==> config.mk <==
export PLATFORM = sky130hd
export DESIGN_NAME = hsv_to_rgb_converter_unit_flat
export DESIGN_NICKNAME = d
export VERILOG_FILES = /design/src/hw/rtl/hsv2rgb_pkg.sv /design/src/hw/rtl/hsv2rgb_if.sv /design/src/hw/rtl/hsv2rgb_div960.sv /design/src/hw/rtl/hsv_to_rgb_converter_unit.sv /design/src/flat_wrapper.sv
export SDC_FILE = /design/constraint.sdc
export NUM_CORES = 2
export LEC_CHECK = 0
export BUFFER_PORTS_ARGS = -buffer_cell sky130_fd_sc_hd__clkbuf_2
export CORE_MARGIN = 2
export CORE_UTILIZATION = 70
export DETAILED_ROUTE_END_ITERATION = 7
export PLACE_DENSITY = 0.87
export RECOVER_POWER = 25
export SYNTH_ARGS = -nofsm -noshare
export SYNTH_HDL_FRONTEND = slang
export SYNTH_SLANG_ARGS = --single-unit
==> constraint.sdc <==
create_clock -name clk -period 17.7 [get_ports clk]
set_clock_uncertainty 0.05 [all_clocks]
set_input_delay 1.77 -clock clk [delete_from_list [all_inputs] [get_ports clk]]
set_output_delay 1.77 -clock clk [all_outputs]
set_load 0.01 [all_outputs]
==> src/hw/rtl/hsv2rgb_pkg.sv <==
// Types, constants and helpers for the HSV to RGB converter.
package hsv2rgb_pkg;

  localparam int FRAC_BITS   = 16;
  localparam int HUE_W       = 13;
  localparam int CH_W        = 17;                 // saturation, value, colors
  localparam int REM_W       = 10;                 // position inside a sector
  localparam int SEC_W       = 3;
  localparam int PROD_W      = CH_W + REM_W;       // s * rem
  localparam int MUL_W       = 2 * CH_W;           // v * (1 - x)
  localparam int NUM_SECTORS = 6;
  localparam int HUE_SECTOR  = 960;                // 60 degrees
  localparam int HUE_FULL    = NUM_SECTORS * HUE_SECTOR;

  localparam logic [CH_W-1:0] ONE = CH_W'(1 << FRAC_BITS);

  // x / 960 = (x >> 6) / 15, done as a multiply by a rounded-up reciprocal.
  localparam int DIV_PRE = 6;
  localparam int DIV_ODD = HUE_SECTOR >> DIV_PRE;
  localparam int DIV_K   = 24;
  localparam int DIV_Y_W = PROD_W - DIV_PRE;
  localparam int DIV_M_W = 21;
  localparam logic [DIV_M_W-1:0] DIV_M = DIV_M_W'(((1 << DIV_K) + DIV_ODD - 1) / DIV_ODD);

  // Sector codes, named by their (red, green, blue) pattern.
  localparam logic [SEC_W-1:0] SEC_VTP = 3'd0;
  localparam logic [SEC_W-1:0] SEC_QVP = 3'd1;
  localparam logic [SEC_W-1:0] SEC_PVT = 3'd2;
  localparam logic [SEC_W-1:0] SEC_PQV = 3'd3;
  localparam logic [SEC_W-1:0] SEC_TPV = 3'd4;
  localparam logic [SEC_W-1:0] SEC_VPQ = 3'd5;

  typedef logic [CH_W-1:0] chan_t;

  // Per-item control carried down the pipe.
  typedef struct packed {
    logic [SEC_W-1:0] sector;
    logic             in_range;
    logic             s_zero;
  } ctl_t;

  function automatic logic [SEC_W-1:0] hue_sector(input logic [HUE_W-1:0] h);
    logic [SEC_W-1:0] sec;
    sec = '0;
    for (int k = 1; k < NUM_SECTORS; k++) begin
      if (h >= HUE_W'(k * HUE_SECTOR)) sec = SEC_W'(k);
    end
    return sec;
  endfunction

  function automatic chan_t clamp_one(input chan_t x);
    return (x > ONE) ? ONE : x;
  endfunction

endpackage

==> src/hw/rtl/hsv2rgb_if.sv <==
// Valid/ready channel interfaces for the HSV input and RGB result.
interface hsv2rgb_in_if import hsv2rgb_pkg::*; ();
  logic              valid;
  logic              ready;
  logic [HUE_W-1:0]  hue;
  logic [CH_W-1:0]   saturation;
  logic [CH_W-1:0]   brightness;

  modport source(output valid, hue, saturation, brightness, input ready);
  modport sink(input valid, hue, saturation, brightness, output ready);
endinterface

interface hsv2rgb_out_if import hsv2rgb_pkg::*; ();
  logic             valid;
  logic             ready;
  logic [CH_W-1:0]  red;
  logic [CH_W-1:0]  green;
  logic [CH_W-1:0]  blue;

  modport source(output valid, red, green, blue, input ready);
  modport sink(input valid, red, green, blue, output ready);
endinterface

==> src/hw/rtl/hsv2rgb_div960.sv <==
// Exact floor division by 960 through a reciprocal multiply.
module hsv2rgb_div960 import hsv2rgb_pkg::*; (
  input  logic [PROD_W-1:0] num,
  output chan_t             quo
);

  logic [DIV_Y_W-1:0]         y;
  logic [DIV_Y_W+DIV_M_W-1:0] prod;

  // Exact for every num below 2^26 (s * 960 at most).
  assign y    = num[PROD_W-1:DIV_PRE];
  assign prod = (DIV_Y_W + DIV_M_W)'(y) * (DIV_Y_W + DIV_M_W)'(DIV_M);
  assign quo  = prod[DIV_K +: CH_W];

endmodule

==> src/hw/rtl/hsv_to_rgb_converter_unit.sv <==
// Top level: pipelined HSV to RGB color converter.
//
// Usage:
//   in_ch  (sink)   : hue in 1/16 degree, saturation and brightness in
//                     fixed point with 16 fraction bits (65536 = 1.0).
//   out_ch (source) : red, green, blue in the same fixed-point format.
//   An item moves on a channel at a rising clk edge with valid and ready high.
// Throughput: one item per cycle while out_ch.ready is high. Stages 2 to 4
//   each hold one level of multiplication (s*rem, the divide-by-960
//   reciprocal, v*(1-x)), and five register stages carry the item through.
// Order: stage 1 decode, stage 2 s*rem, stage 3 divide, stage 4 p, q, t,
//   then the output register, which drives out_ch.
// Stalls: each stage loads when it is empty or the stage after it moves,
//   so bubbles close up and in_ch stays ready while the pipe has room; a
//   held result keeps its value until taken.
// Reset (rst_n low, synchronous): all stage valid bits clear; no item is
//   in flight afterwards. Nothing is kept between items.
// Special cases: a hue of a full turn wraps to zero; a hue past a full turn
//   gives black, or gray (all channels = value) when saturation is zero.
// Saturation and brightness above 1.0 are clamped to 1.0.
module hsv_to_rgb_converter_unit import hsv2rgb_pkg::*; (
  input  logic         clk,
  input  logic         rst_n,
  hsv2rgb_in_if.sink   in_ch,
  hsv2rgb_out_if.source out_ch
);

  // Stage enables: load when empty or when downstream moves.
  logic en0, en1, en2, en3, en4;

  // Stage 1: decoded hue, clamped inputs
  logic             s1_valid_r;
  chan_t            s1_s_r, s1_v_r;
  logic [REM_W-1:0] s1_rem_r;
  ctl_t             s1_ctl_r;

  // Stage 2: s * rem and s * (960 - rem)
  logic              s2_valid_r;
  logic [PROD_W-1:0] s2_pf_r, s2_pf1_r;
  chan_t             s2_oms_r, s2_v_r;
  ctl_t              s2_ctl_r;

  // Stage 3: sf, sf1 after the divide by 960
  logic  s3_valid_r;
  chan_t s3_sf_r, s3_sf1_r, s3_oms_r, s3_v_r;
  ctl_t  s3_ctl_r;

  // Stage 4: p, q, t
  logic  s4_valid_r;
  chan_t s4_p_r, s4_q_r, s4_t_r, s4_v_r;
  ctl_t  s4_ctl_r;

  // Output register
  logic  out_valid_r;
  chan_t out_red_r, out_green_r, out_blue_r;

  assign en4 = !out_valid_r || out_ch.ready;
  assign en3 = !s4_valid_r  || en4;
  assign en2 = !s3_valid_r  || en3;
  assign en1 = !s2_valid_r  || en2;
  assign en0 = !s1_valid_r  || en1;

  assign in_ch.ready  = en0;
  assign out_ch.valid = out_valid_r;
  assign out_ch.red   = out_red_r;
  assign out_ch.green = out_green_r;
  assign out_ch.blue  = out_blue_r;

  // ---- Stage 1 decode -------------------------------------------------
  logic [HUE_W-1:0] hue_fold;
  logic [SEC_W-1:0] sec_nxt;
  logic [HUE_W-1:0] base;
  logic [HUE_W-1:0] rem_full;
  chan_t            s_nxt, v_nxt;
  ctl_t             s1_ctl_nxt;
  logic [REM_W-1:0] s1_rem_nxt;

  always_comb begin
    // full turn wraps to zero
    hue_fold = (in_ch.hue == HUE_W'(HUE_FULL)) ? '0 : in_ch.hue;
    sec_nxt  = hue_sector(hue_fold);
    base     = HUE_W'(sec_nxt) * HUE_W'(HUE_SECTOR);
    rem_full = hue_fold - base;
    s1_rem_nxt = rem_full[REM_W-1:0];
    s_nxt    = clamp_one(in_ch.saturation);
    v_nxt    = clamp_one(in_ch.brightness);
    s1_ctl_nxt.sector   = sec_nxt;
    s1_ctl_nxt.in_range = (hue_fold < HUE_W'(HUE_FULL));
    s1_ctl_nxt.s_zero   = (s_nxt == '0);
  end

  always_ff @(posedge clk) begin
    if (!rst_n) begin
      s1_valid_r <= 1'b0;
    end else if (en0) begin
      s1_valid_r <= in_ch.valid;
    end
  end

  always_ff @(posedge clk) begin
    if (en0) begin
      s1_s_r   <= s_nxt;
      s1_v_r   <= v_nxt;
      s1_rem_r <= s1_rem_nxt;
      s1_ctl_r <= s1_ctl_nxt;
    end
  end

  // ---- Stage 2: saturation times sector fraction ----------------------
  logic [REM_W-1:0]  rem_c;
  logic [PROD_W-1:0] s2_pf_nxt, s2_pf1_nxt;

  assign rem_c      = REM_W'(HUE_SECTOR) - s1_rem_r;
  assign s2_pf_nxt  = PROD_W'(s1_s_r) * PROD_W'(s1_rem_r);
  assign s2_pf1_nxt = PROD_W'(s1_s_r) * PROD_W'(rem_c);

  always_ff @(posedge clk) begin
    if (!rst_n) begin
      s2_valid_r <= 1'b0;
    end else if (en1) begin
      s2_valid_r <= s1_valid_r;
    end
  end

  always_ff @(posedge clk) begin
    if (en1) begin
      s2_pf_r  <= s2_pf_nxt;
      s2_pf1_r <= s2_pf1_nxt;
      s2_oms_r <= ONE - s1_s_r;
      s2_v_r   <= s1_v_r;
      s2_ctl_r <= s1_ctl_r;
    end
  end

  // ---- Stage 3: divide by one sector width ----------------------------
  chan_t s3_sf_nxt, s3_sf1_nxt;

  hsv2rgb_div960 u_div_f (
    .num (s2_pf_r),
    .quo (s3_sf_nxt)
  );

  hsv2rgb_div960 u_div_f1 (
    .num (s2_pf1_r),
    .quo (s3_sf1_nxt)
  );

  always_ff @(posedge clk) begin
    if (!rst_n) begin
      s3_valid_r <= 1'b0;
    end else if (en2) begin
      s3_valid_r <= s2_valid_r;
    end
  end

  always_ff @(posedge clk) begin
    if (en2) begin
      s3_sf_r  <= s3_sf_nxt;
      s3_sf1_r <= s3_sf1_nxt;
      s3_oms_r <= s2_oms_r;
      s3_v_r   <= s2_v_r;
      s3_ctl_r <= s2_ctl_r;
    end
  end

  // ---- Stage 4: p, q, t = v * (1 - x), truncated -----------------------
  logic [MUL_W-1:0] p_prod, q_prod, t_prod;

  assign p_prod = MUL_W'(s3_v_r) * MUL_W'(s3_oms_r);
  assign q_prod = MUL_W'(s3_v_r) * MUL_W'(ONE - s3_sf_r);
  assign t_prod = MUL_W'(s3_v_r) * MUL_W'(ONE - s3_sf1_r);

  always_ff @(posedge clk) begin
    if (!rst_n) begin
      s4_valid_r <= 1'b0;
    end else if (en3) begin
      s4_valid_r <= s3_valid_r;
    end
  end

  always_ff @(posedge clk) begin
    if (en3) begin
      s4_p_r   <= p_prod[FRAC_BITS +: CH_W];
      s4_q_r   <= q_prod[FRAC_BITS +: CH_W];
      s4_t_r   <= t_prod[FRAC_BITS +: CH_W];
      s4_v_r   <= s3_v_r;
      s4_ctl_r <= s3_ctl_r;
    end
  end

  // ---- Output: sector select ------------------------------------------
  chan_t red_nxt, green_nxt, blue_nxt;

  always_comb begin
    red_nxt   = '0;
    green_nxt = '0;
    blue_nxt  = '0;
    if (s4_ctl_r.in_range) begin
      case (s4_ctl_r.sector)
        SEC_VTP: begin
          red_nxt = s4_v_r; green_nxt = s4_t_r; blue_nxt = s4_p_r;
        end
        SEC_QVP: begin
          red_nxt = s4_q_r; green_nxt = s4_v_r; blue_nxt = s4_p_r;
        end
        SEC_PVT: begin
          red_nxt = s4_p_r; green_nxt = s4_v_r; blue_nxt = s4_t_r;
        end
        SEC_PQV: begin
          red_nxt = s4_p_r; green_nxt = s4_q_r; blue_nxt = s4_v_r;
        end
        SEC_TPV: begin
          red_nxt = s4_t_r; green_nxt = s4_p_r; blue_nxt = s4_v_r;
        end
        default: begin
          red_nxt = s4_v_r; green_nxt = s4_p_r; blue_nxt = s4_q_r;
        end
      endcase
    end else if (s4_ctl_r.s_zero) begin
      // hue past a full turn, no saturation: gray
      red_nxt   = s4_v_r;
      green_nxt = s4_v_r;
      blue_nxt  = s4_v_r;
    end
  end

  always_ff @(posedge clk) begin
    if (!rst_n) begin
      out_valid_r <= 1'b0;
    end else if (en4) begin
      out_valid_r <= s4_valid_r;
    end
  end

  always_ff @(posedge clk) begin
    if (en4) begin
      out_red_r   <= red_nxt;
      out_green_r <= green_nxt;
      out_blue_r  <= blue_nxt;
    end
  end

endmodule

==> src/flat_wrapper.sv <==
// flat-port wrapper written by rule: the top's interface ports become plain ports
module hsv_to_rgb_converter_unit_flat import hsv2rgb_pkg::*;
  (clk, rst_n, in_ch_valid, in_ch_hue, in_ch_saturation, in_ch_brightness, in_ch_ready, out_ch_valid, out_ch_red, out_ch_green, out_ch_blue, out_ch_ready);
  hsv2rgb_in_if in_ch_i ();
  hsv2rgb_out_if out_ch_i ();
  input  logic clk;
  input  logic rst_n;
  input wire logic [$bits(in_ch_i.valid)-1:0] in_ch_valid;
  input wire logic [$bits(in_ch_i.hue)-1:0] in_ch_hue;
  input wire logic [$bits(in_ch_i.saturation)-1:0] in_ch_saturation;
  input wire logic [$bits(in_ch_i.brightness)-1:0] in_ch_brightness;
  output wire logic [$bits(in_ch_i.ready)-1:0] in_ch_ready;
  output wire logic [$bits(out_ch_i.valid)-1:0] out_ch_valid;
  output wire logic [$bits(out_ch_i.red)-1:0] out_ch_red;
  output wire logic [$bits(out_ch_i.green)-1:0] out_ch_green;
  output wire logic [$bits(out_ch_i.blue)-1:0] out_ch_blue;
  input wire logic [$bits(out_ch_i.ready)-1:0] out_ch_ready;
  assign in_ch_i.valid = in_ch_valid;
  assign in_ch_i.hue = in_ch_hue;
  assign in_ch_i.saturation = in_ch_saturation;
  assign in_ch_i.brightness = in_ch_brightness;
  assign in_ch_ready = in_ch_i.ready;
  assign out_ch_valid = out_ch_i.valid;
  assign out_ch_red = out_ch_i.red;
  assign out_ch_green = out_ch_i.green;
  assign out_ch_blue = out_ch_i.blue;
  assign out_ch_i.ready = out_ch_ready;
  hsv_to_rgb_converter_unit u_core (.clk(clk), .rst_n(rst_n), .in_ch(in_ch_i), .out_ch(out_ch_i));
endmodule
# Word level (Yosys, flattened, before mapping)
# Cells that the tools add are included.
[word_totals] ff_bits=344 latchBits=0 ramBits=0 mem_bits_ro=0 output_inout_bits=53 elab_cells=91 mem_count=0
[op_classes] add_sub_neg=5 n_mul=8 div=0 n_lt_le_gt_ge=8 n_eq_ne=5 shifts=0 muxes=14 bitwise_logic=0 n_reduce_logical=16
[op_table] cell="17-bit one-hot mux with 3 select lines" count=3
[op_table] cell="17-bit two-way mux" count=5
[op_table] cell="21-bit by 20-bit multiplier with 40-bit output (second input constant)" count=2
[op_table] cell="17-bit by 34-bit multiplier with 33-bit output" count=2
[op_table] cell="17-bit by 10-bit multiplier with 27-bit output" count=2
[op_table] cell="17-bit by 17-bit subtractor with 18-bit output (first input constant)" count=2
[op_table] cell="17-bit > comparator (second input constant)" count=2
[op_table] cell="17-bit by 17-bit multiplier with 33-bit output" count=1
[op_table] cell="13-bit by 12-bit >= comparator with 1-bit output (second input constant)" count=2
[op_table] cell="17-bit logical NOT" count=1
[op_table] cell="17-bit subtractor (first input constant)" count=1
[op_table] cell="13-bit == test (second input constant)" count=1
[op_table] cell="13-bit by 10-bit >= comparator with 1-bit output (second input constant)" count=1
[op_table] cell="13-bit by 11-bit >= comparator with 1-bit output (second input constant)" count=1
[op_table] cell="13-bit >= comparator (second input constant)" count=1
[op_table] cell="13-bit less-than comparator (second input constant)" count=1
[op_table] cell="13-bit two-way mux" count=1
[op_table] cell="10-bit subtractor" count=1
[op_table] cell="10-bit subtractor (first input constant)" count=1
[op_table] cell="2-bit OR reduction" count=4
[op_table] cell="3-bit by 2-bit == test with 1-bit output (second input constant)" count=2
[op_table] cell="3-bit two-way mux" count=2
[op_table] cell="1-bit logical NOT" count=5
[op_table] cell="1-bit logical OR" count=5
[op_table] cell="6 further kinds" count=7

# Depth between registers and ports, before layout
[depth] word_depth=10 ltp_mapped=31 ltp_nobuf=28

# Cells and area by module
# From an unflattened synthesis, not the netlist that was laid out.
[hier_totals] hier_cells=6297 hier_area_um2=60453.0
[modules_own_cells] mod="hsv_to_rgb_converter_unit" n_inst=1 cells_per_inst=5357 area_each_um2=52197.6 seq_area_each_um2=10249.8
[modules_own_cells] mod="hsv2rgb_div960" n_inst=2 cells_per_inst=470 area_each_um2=4127.7 seq_area_each_um2=0.0

# Worst setup path before layout
# OpenSTA, ideal clock, no wires.
[synth_timing] path_kind="flip-flop to flip-flop" start="reg u_core.s3_sf1_r[4]" end="reg u_core.s4_t_r[16] (data pin)" setup_ps=260 arrival_ps=7678 t_required_ps=17390 path_slack_ps=9712 path_stages_with_launch=28 n_path_buf=1 cell_sequence="edfxtp_1 or4_4 nor2_2 nand3b_1 nand2b_1 or4_1 xor2_1 clkbuf_1 nand2_1 fa_1 fa_1 fa_1 inv_1 fa_1 fa_1 inv_1 fa_1 inv_1 ha_1 a21o_2 a21o_4 a211oi_2 a311oi_2 o41ai_4 o21ai_2 or3_4 a31oi_4 xnor2_1"
[synth_between] elab_chain_cells=2
[synth_rtl] element="from (decl)" line="hsv_to_rgb_converter_unit.sv:45" rtl="chan_t s3_sf_r, s3_sf1_r, s3_oms_r, s3_v_r;"
[synth_rtl] element="from (signal assigned)" line="hsv_to_rgb_converter_unit.sv:159" rtl="s3_sf1_r <= s3_sf1_nxt;"
[synth_rtl] element="17-bit by 17-bit subtractor with 18-bit output" line="hsv_to_rgb_converter_unit.sv:171" rtl="assign t_prod = MUL_W'(s3_v_r) * MUL_W'(ONE - s3_sf1_r);"
[synth_rtl] element="17-bit by 34-bit multiplier with 33-bit output" line="hsv_to_rgb_converter_unit.sv:171"
[synth_rtl] element="via u_core.t_prod[32]" line="hsv_to_rgb_converter_unit.sv:167" rtl="logic [MUL_W-1:0] p_prod, q_prod, t_prod;"
[synth_rtl] element="to (signal assigned)" line="hsv_to_rgb_converter_unit.sv:185" rtl="s4_t_r <= t_prod[FRAC_BITS +: CH_W];"
[synth_rtl] element="to (decl)" line="hsv_to_rgb_converter_unit.sv:50" rtl="chan_t s4_p_r, s4_q_r, s4_t_r, s4_v_r;"
# The timed path passes the listed nets, and every way through them passes these cells.
# A chain may end at the register's enable or synchronous reset.

# Final worst setup path
[layout_timing] start="reg u_core.s3_v_r[8]" end="reg u_core.s4_p_r[16] (data pin)"
[layout_between] elab_chain_cells=1
[layout_rtl] element="from (decl)" line="hsv_to_rgb_converter_unit.sv:45"
[layout_rtl] element="from (signal assigned)" line="hsv_to_rgb_converter_unit.sv:161" rtl="s3_v_r <= s2_v_r;"
[layout_rtl] element="17-bit by 17-bit multiplier with 33-bit output" line="hsv_to_rgb_converter_unit.sv:169" rtl="assign p_prod = MUL_W'(s3_v_r) * MUL_W'(s3_oms_r);"
[layout_rtl] element="via u_core.p_prod[32]" line="hsv_to_rgb_converter_unit.sv:167"
[layout_rtl] element="to (signal assigned)" line="hsv_to_rgb_converter_unit.sv:183" rtl="s4_p_r <= p_prod[FRAC_BITS +: CH_W];"
[layout_rtl] element="to (decl)" line="hsv_to_rgb_converter_unit.sv:50"
# The timed path passes the listed nets, and every way through them passes these cells.

==> run_results.csv <==
group,metric,value,unit
status,status,"finished with violations",
status,violations,"DRC, capacitance limit, slew limit",
clock_tree,cts.sinks,332,
synth,synth_compound_gate_area_share,5.02,%
synth,syn_nets,8056,
synth,synth-main-ff-cell,"sky130_fd_sc_hd__edfxtp_1",
grt,grt_overflow_total,0,
drt,postRouteWirelength,146000,um
synth,synth.cell_area,60600,sq um
floorplanning,floorplan.initialDensity,70.9,%
synth,yosys.area_share.xor_xnor,3.29,%
flow_run,max-cap-violations,17,
placed_design,post-dp-hpwl,110000,um
clock_tree,cts.path.max_buffers,3,
critical_path,crit_path_category,"register to register",
grt,global_route_wire_length_before_repair,240000,um
critical_path,critPathMaxFanout,54,
drt,remaining_drc_errors,2,
synth,yosys.cell_types.count,83,
final_layout,top_registers,"u_core.s2_pf1_r x21, u_core.s2_pf_r x21",
critical_path,cp_data_required_time,17.99,ns
synth,ys_seq_elements,332,
synth,yosys_warnings,0,
final_layout,final.fill_count,5585,
placed_design,final_weighted_congestion_of_routability_driven_global_placement,0.948,
drt,routed_vias_inst,5.91,
grt,antenna_found_initial,3,
timing,tightest_slew,3.70,ns
grt,grt_util_met3,7.10,%
hold_path,hold_class,"register to register",
grt,first_global_vias,47500,
drt,detailroute.via_count,43500,
timing,rsz0062_at_grt,"no",
timing,worst_slew_margin_rel,-146,%
timing,hold_viol,0,
timing,timing.final.crit_share,56.3,%
clock_tree,cts_resized,0,
floorplanning,floorplan.die.width,298,um
clock_tree,cts_bufs_inserted,40,
critical_path,critical_path_arrival,10.27,ns
floorplanning,ios,104,
timing,final_max_slew_viol_count,904,
timing,sum_of_negative_setup_slack,0,ns
floorplanning,coreArea,85400,sq um
synth,post_synthesis_instance_total,6254,
timing,final.min_clock_period,9.97,ns
timing,report.final.setup_viol,0,
synth,synth.avg_cell_area,9.69,sq um
final_layout,layout-area-overhead-vs-synth,4.52,%
synth,synth_sequential_area_ratio,16.4,%
grt,met1_usage,41.9,%
grt,global_route.peak_usage_layer,"met2",
final_layout,utilization,74.1,%
synth,post_synth_edffs,327,
placed_design,place.port_buffers,103,
drt,wl_per_cell,19.8,um
synth,synthAdderAreaFrac,50.0,%
drt,drt_iter0_drc,3812,
timing,timing.fmax,100,MHz
placed_design,postPlaceCellArea,62100,sq um
synth,synth_simple_gate_area_share,13.5,%
clock_tree,h_tree_depth_reported_by_cts,2,
floorplanning,std_cell_rows,107,
synth,asyncSetResetFlopFracSynth,0,%
grt,met2_usage_in_global_routing,57.3,%
floorplanning,area_enclosed_by_the_die_boundary,88900,sq um
clock_tree,ctsRootBufferMaster,"sky130_fd_sc_hd__clkbuf_16",
drt,detailedRoute.firstPassIterationCount,8,
clock_tree,cts.reportedPaths.clkPinSlew,0.06,ns
grt,grt_usage,34.0,%
floorplanning,die_height,298,um
clock_tree,tritoncts_clock_tree,"built",
critical_path,critical_path_start_type,"register",
synth,largest_family_of_logic_cells_by_synthesized_area,"adder cells",
grt,largest_net_degree_at_the_start_of_global_routing,74,
clock_tree,insertion_delay,0.61,ns
final_layout,finish.net_count,7994,
drt,drtAntennaViolNets,0,
clock_tree,cts_hold_buffers,0,
clock_tree,cts_post_setup_buffers_inserted,0,
synth,yosys-mux-area-fraction,1.09,%
critical_path,worstSetupEndpointType,"register",
final_layout,design_area,63300,sq um
final_layout,drive_above_1_share,3.95,%
==> logic make-up after synthesis <==
kind of cell | after synthesis
AOI/OAI and AO/OA | 462
xor gates and xnor gates | 226
adders and majority gates | 1752
buffers and inverters | 1741
DFF | 332
muxes | 66
and+or+nand+nor | 1675
==> routing by layer <==
metal / up-vias / share of wire (%)
li1: 19000 / -
met1: 21600 / 36
met2: 2347 / 49
met3: 579 / 10
met4: 2 / 5.5
met5: - / 0.014
==> layout make-up <==
type                       count  area, sq um  area share, %
clock buffer                  45         1020           1.61
tap                         1144         1430           2.26
timing repair buffer         165          913           1.44
sequential                   332         9920           15.7
antenna                        1         2.50        0.00395
clock inverter                28          265          0.419
inverter                    1472         5530           8.72
multi-input combinational   4181        44300           69.9
==> cell usage after synthesis, types with 64 or more instances <==
cell type | number | area [sq um]
sky130_fd_sc_hd__a21oi_1 | 104 | 521
sky130_fd_sc_hd__and2_1 | 511 | 3200
sky130_fd_sc_hd__clkbuf_1 | 255 | 957
sky130_fd_sc_hd__edfxtp_1 | 327 | 9820
sky130_fd_sc_hd__fa_1 | 1113 | 22300
sky130_fd_sc_hd__ha_1 | 638 | 7980
sky130_fd_sc_hd__inv_1 | 1472 | 5530
sky130_fd_sc_hd__mux2i_1 | 66 | 661
sky130_fd_sc_hd__nand2_1 | 779 | 2920
sky130_fd_sc_hd__nor2_1 | 137 | 514
sky130_fd_sc_hd__nor2b_1 | 64 | 400
sky130_fd_sc_hd__o21ai_0 | 120 | 601
sky130_fd_sc_hd__xnor2_1 | 159 | 1390
sky130_fd_sc_hd__xor2_1 | 65 | 569
==> cells in the final DEF (no fill, tap or decap), drive strengths merged, types with 129 or more instances in the layout <==
cell    synthesis  layout
nor2          138     138
fa           1113    1113
and2          512     512
inv          1472    1473
clkbuf        255     164
xnor2         160     160
ha            638     638
edfxtp        327     327
o21ai         129     129
nand2         779     779
==> final timing paths <==
kind                                        from  cells past startpoint                           to  slack [ns]
setup reg to reg      u_core.s3_v_r[8]$_DFFE_PP_                     23  u_core.s4_p_r[16]$_DFFE_PP_        7.73
setup / recovery      u_core.s3_v_r[8]$_DFFE_PP_                     23  u_core.s4_p_r[16]$_DFFE_PP_        7.73
hold reg to reg   u_core.s1_v_r[4]$_SDFFCE_PN0P_                      0   u_core.s2_v_r[4]$_DFFE_PP_        0.34
hold / removal    u_core.s1_v_r[4]$_SDFFCE_PN0P_                      0   u_core.s2_v_r[4]$_DFFE_PP_        0.34
==> metrics by stage <==
| stage | cells | setup WS, ns | hold WS (ns) |
|---|---|---|---|
| final | 7368 | 7.73 | 0.343 |
| after global routing | 7367 | 7.48 | 0.342 |
| after CTS | 7367 | 8.94 | 0.333 |
| after detailed placement | 7294 | 9.00 | 0.355 |
| after global placement | 7294 | 9.14 | 0.350 |
| after floorplan | 6254 | 9.71 | 0.350 |
==> critical path, cell delays in order (launching register included) <==
cell                       delay, ns
sky130_fd_sc_hd__edfxtp_1       0.32
sky130_fd_sc_hd__clkbuf_1       2.58
sky130_fd_sc_hd__nand2_1        0.34
sky130_fd_sc_hd__fa_1           0.71
sky130_fd_sc_hd__inv_1          0.05
sky130_fd_sc_hd__fa_1           0.48
sky130_fd_sc_hd__inv_1          0.06
sky130_fd_sc_hd__fa_1           0.50
sky130_fd_sc_hd__inv_1          0.05
sky130_fd_sc_hd__fa_1           0.53
sky130_fd_sc_hd__inv_1          0.05
sky130_fd_sc_hd__fa_1           0.47
sky130_fd_sc_hd__inv_1          0.05
sky130_fd_sc_hd__fa_1           0.44
sky130_fd_sc_hd__ha_1           0.34
sky130_fd_sc_hd__nand3_1        0.10
sky130_fd_sc_hd__a31oi_1        0.16
sky130_fd_sc_hd__a31oi_1        0.12
sky130_fd_sc_hd__o31ai_1        0.88
sky130_fd_sc_hd__a21boi_1       0.22
sky130_fd_sc_hd__a31oi_1        0.43
sky130_fd_sc_hd__a211o_1        0.22
sky130_fd_sc_hd__a21oi_1        0.08
sky130_fd_sc_hd__xnor2_1        0.44
Power is not shown: default switching activity piles up to over one toggle a cycle in this logic, so the estimate is an artifact.
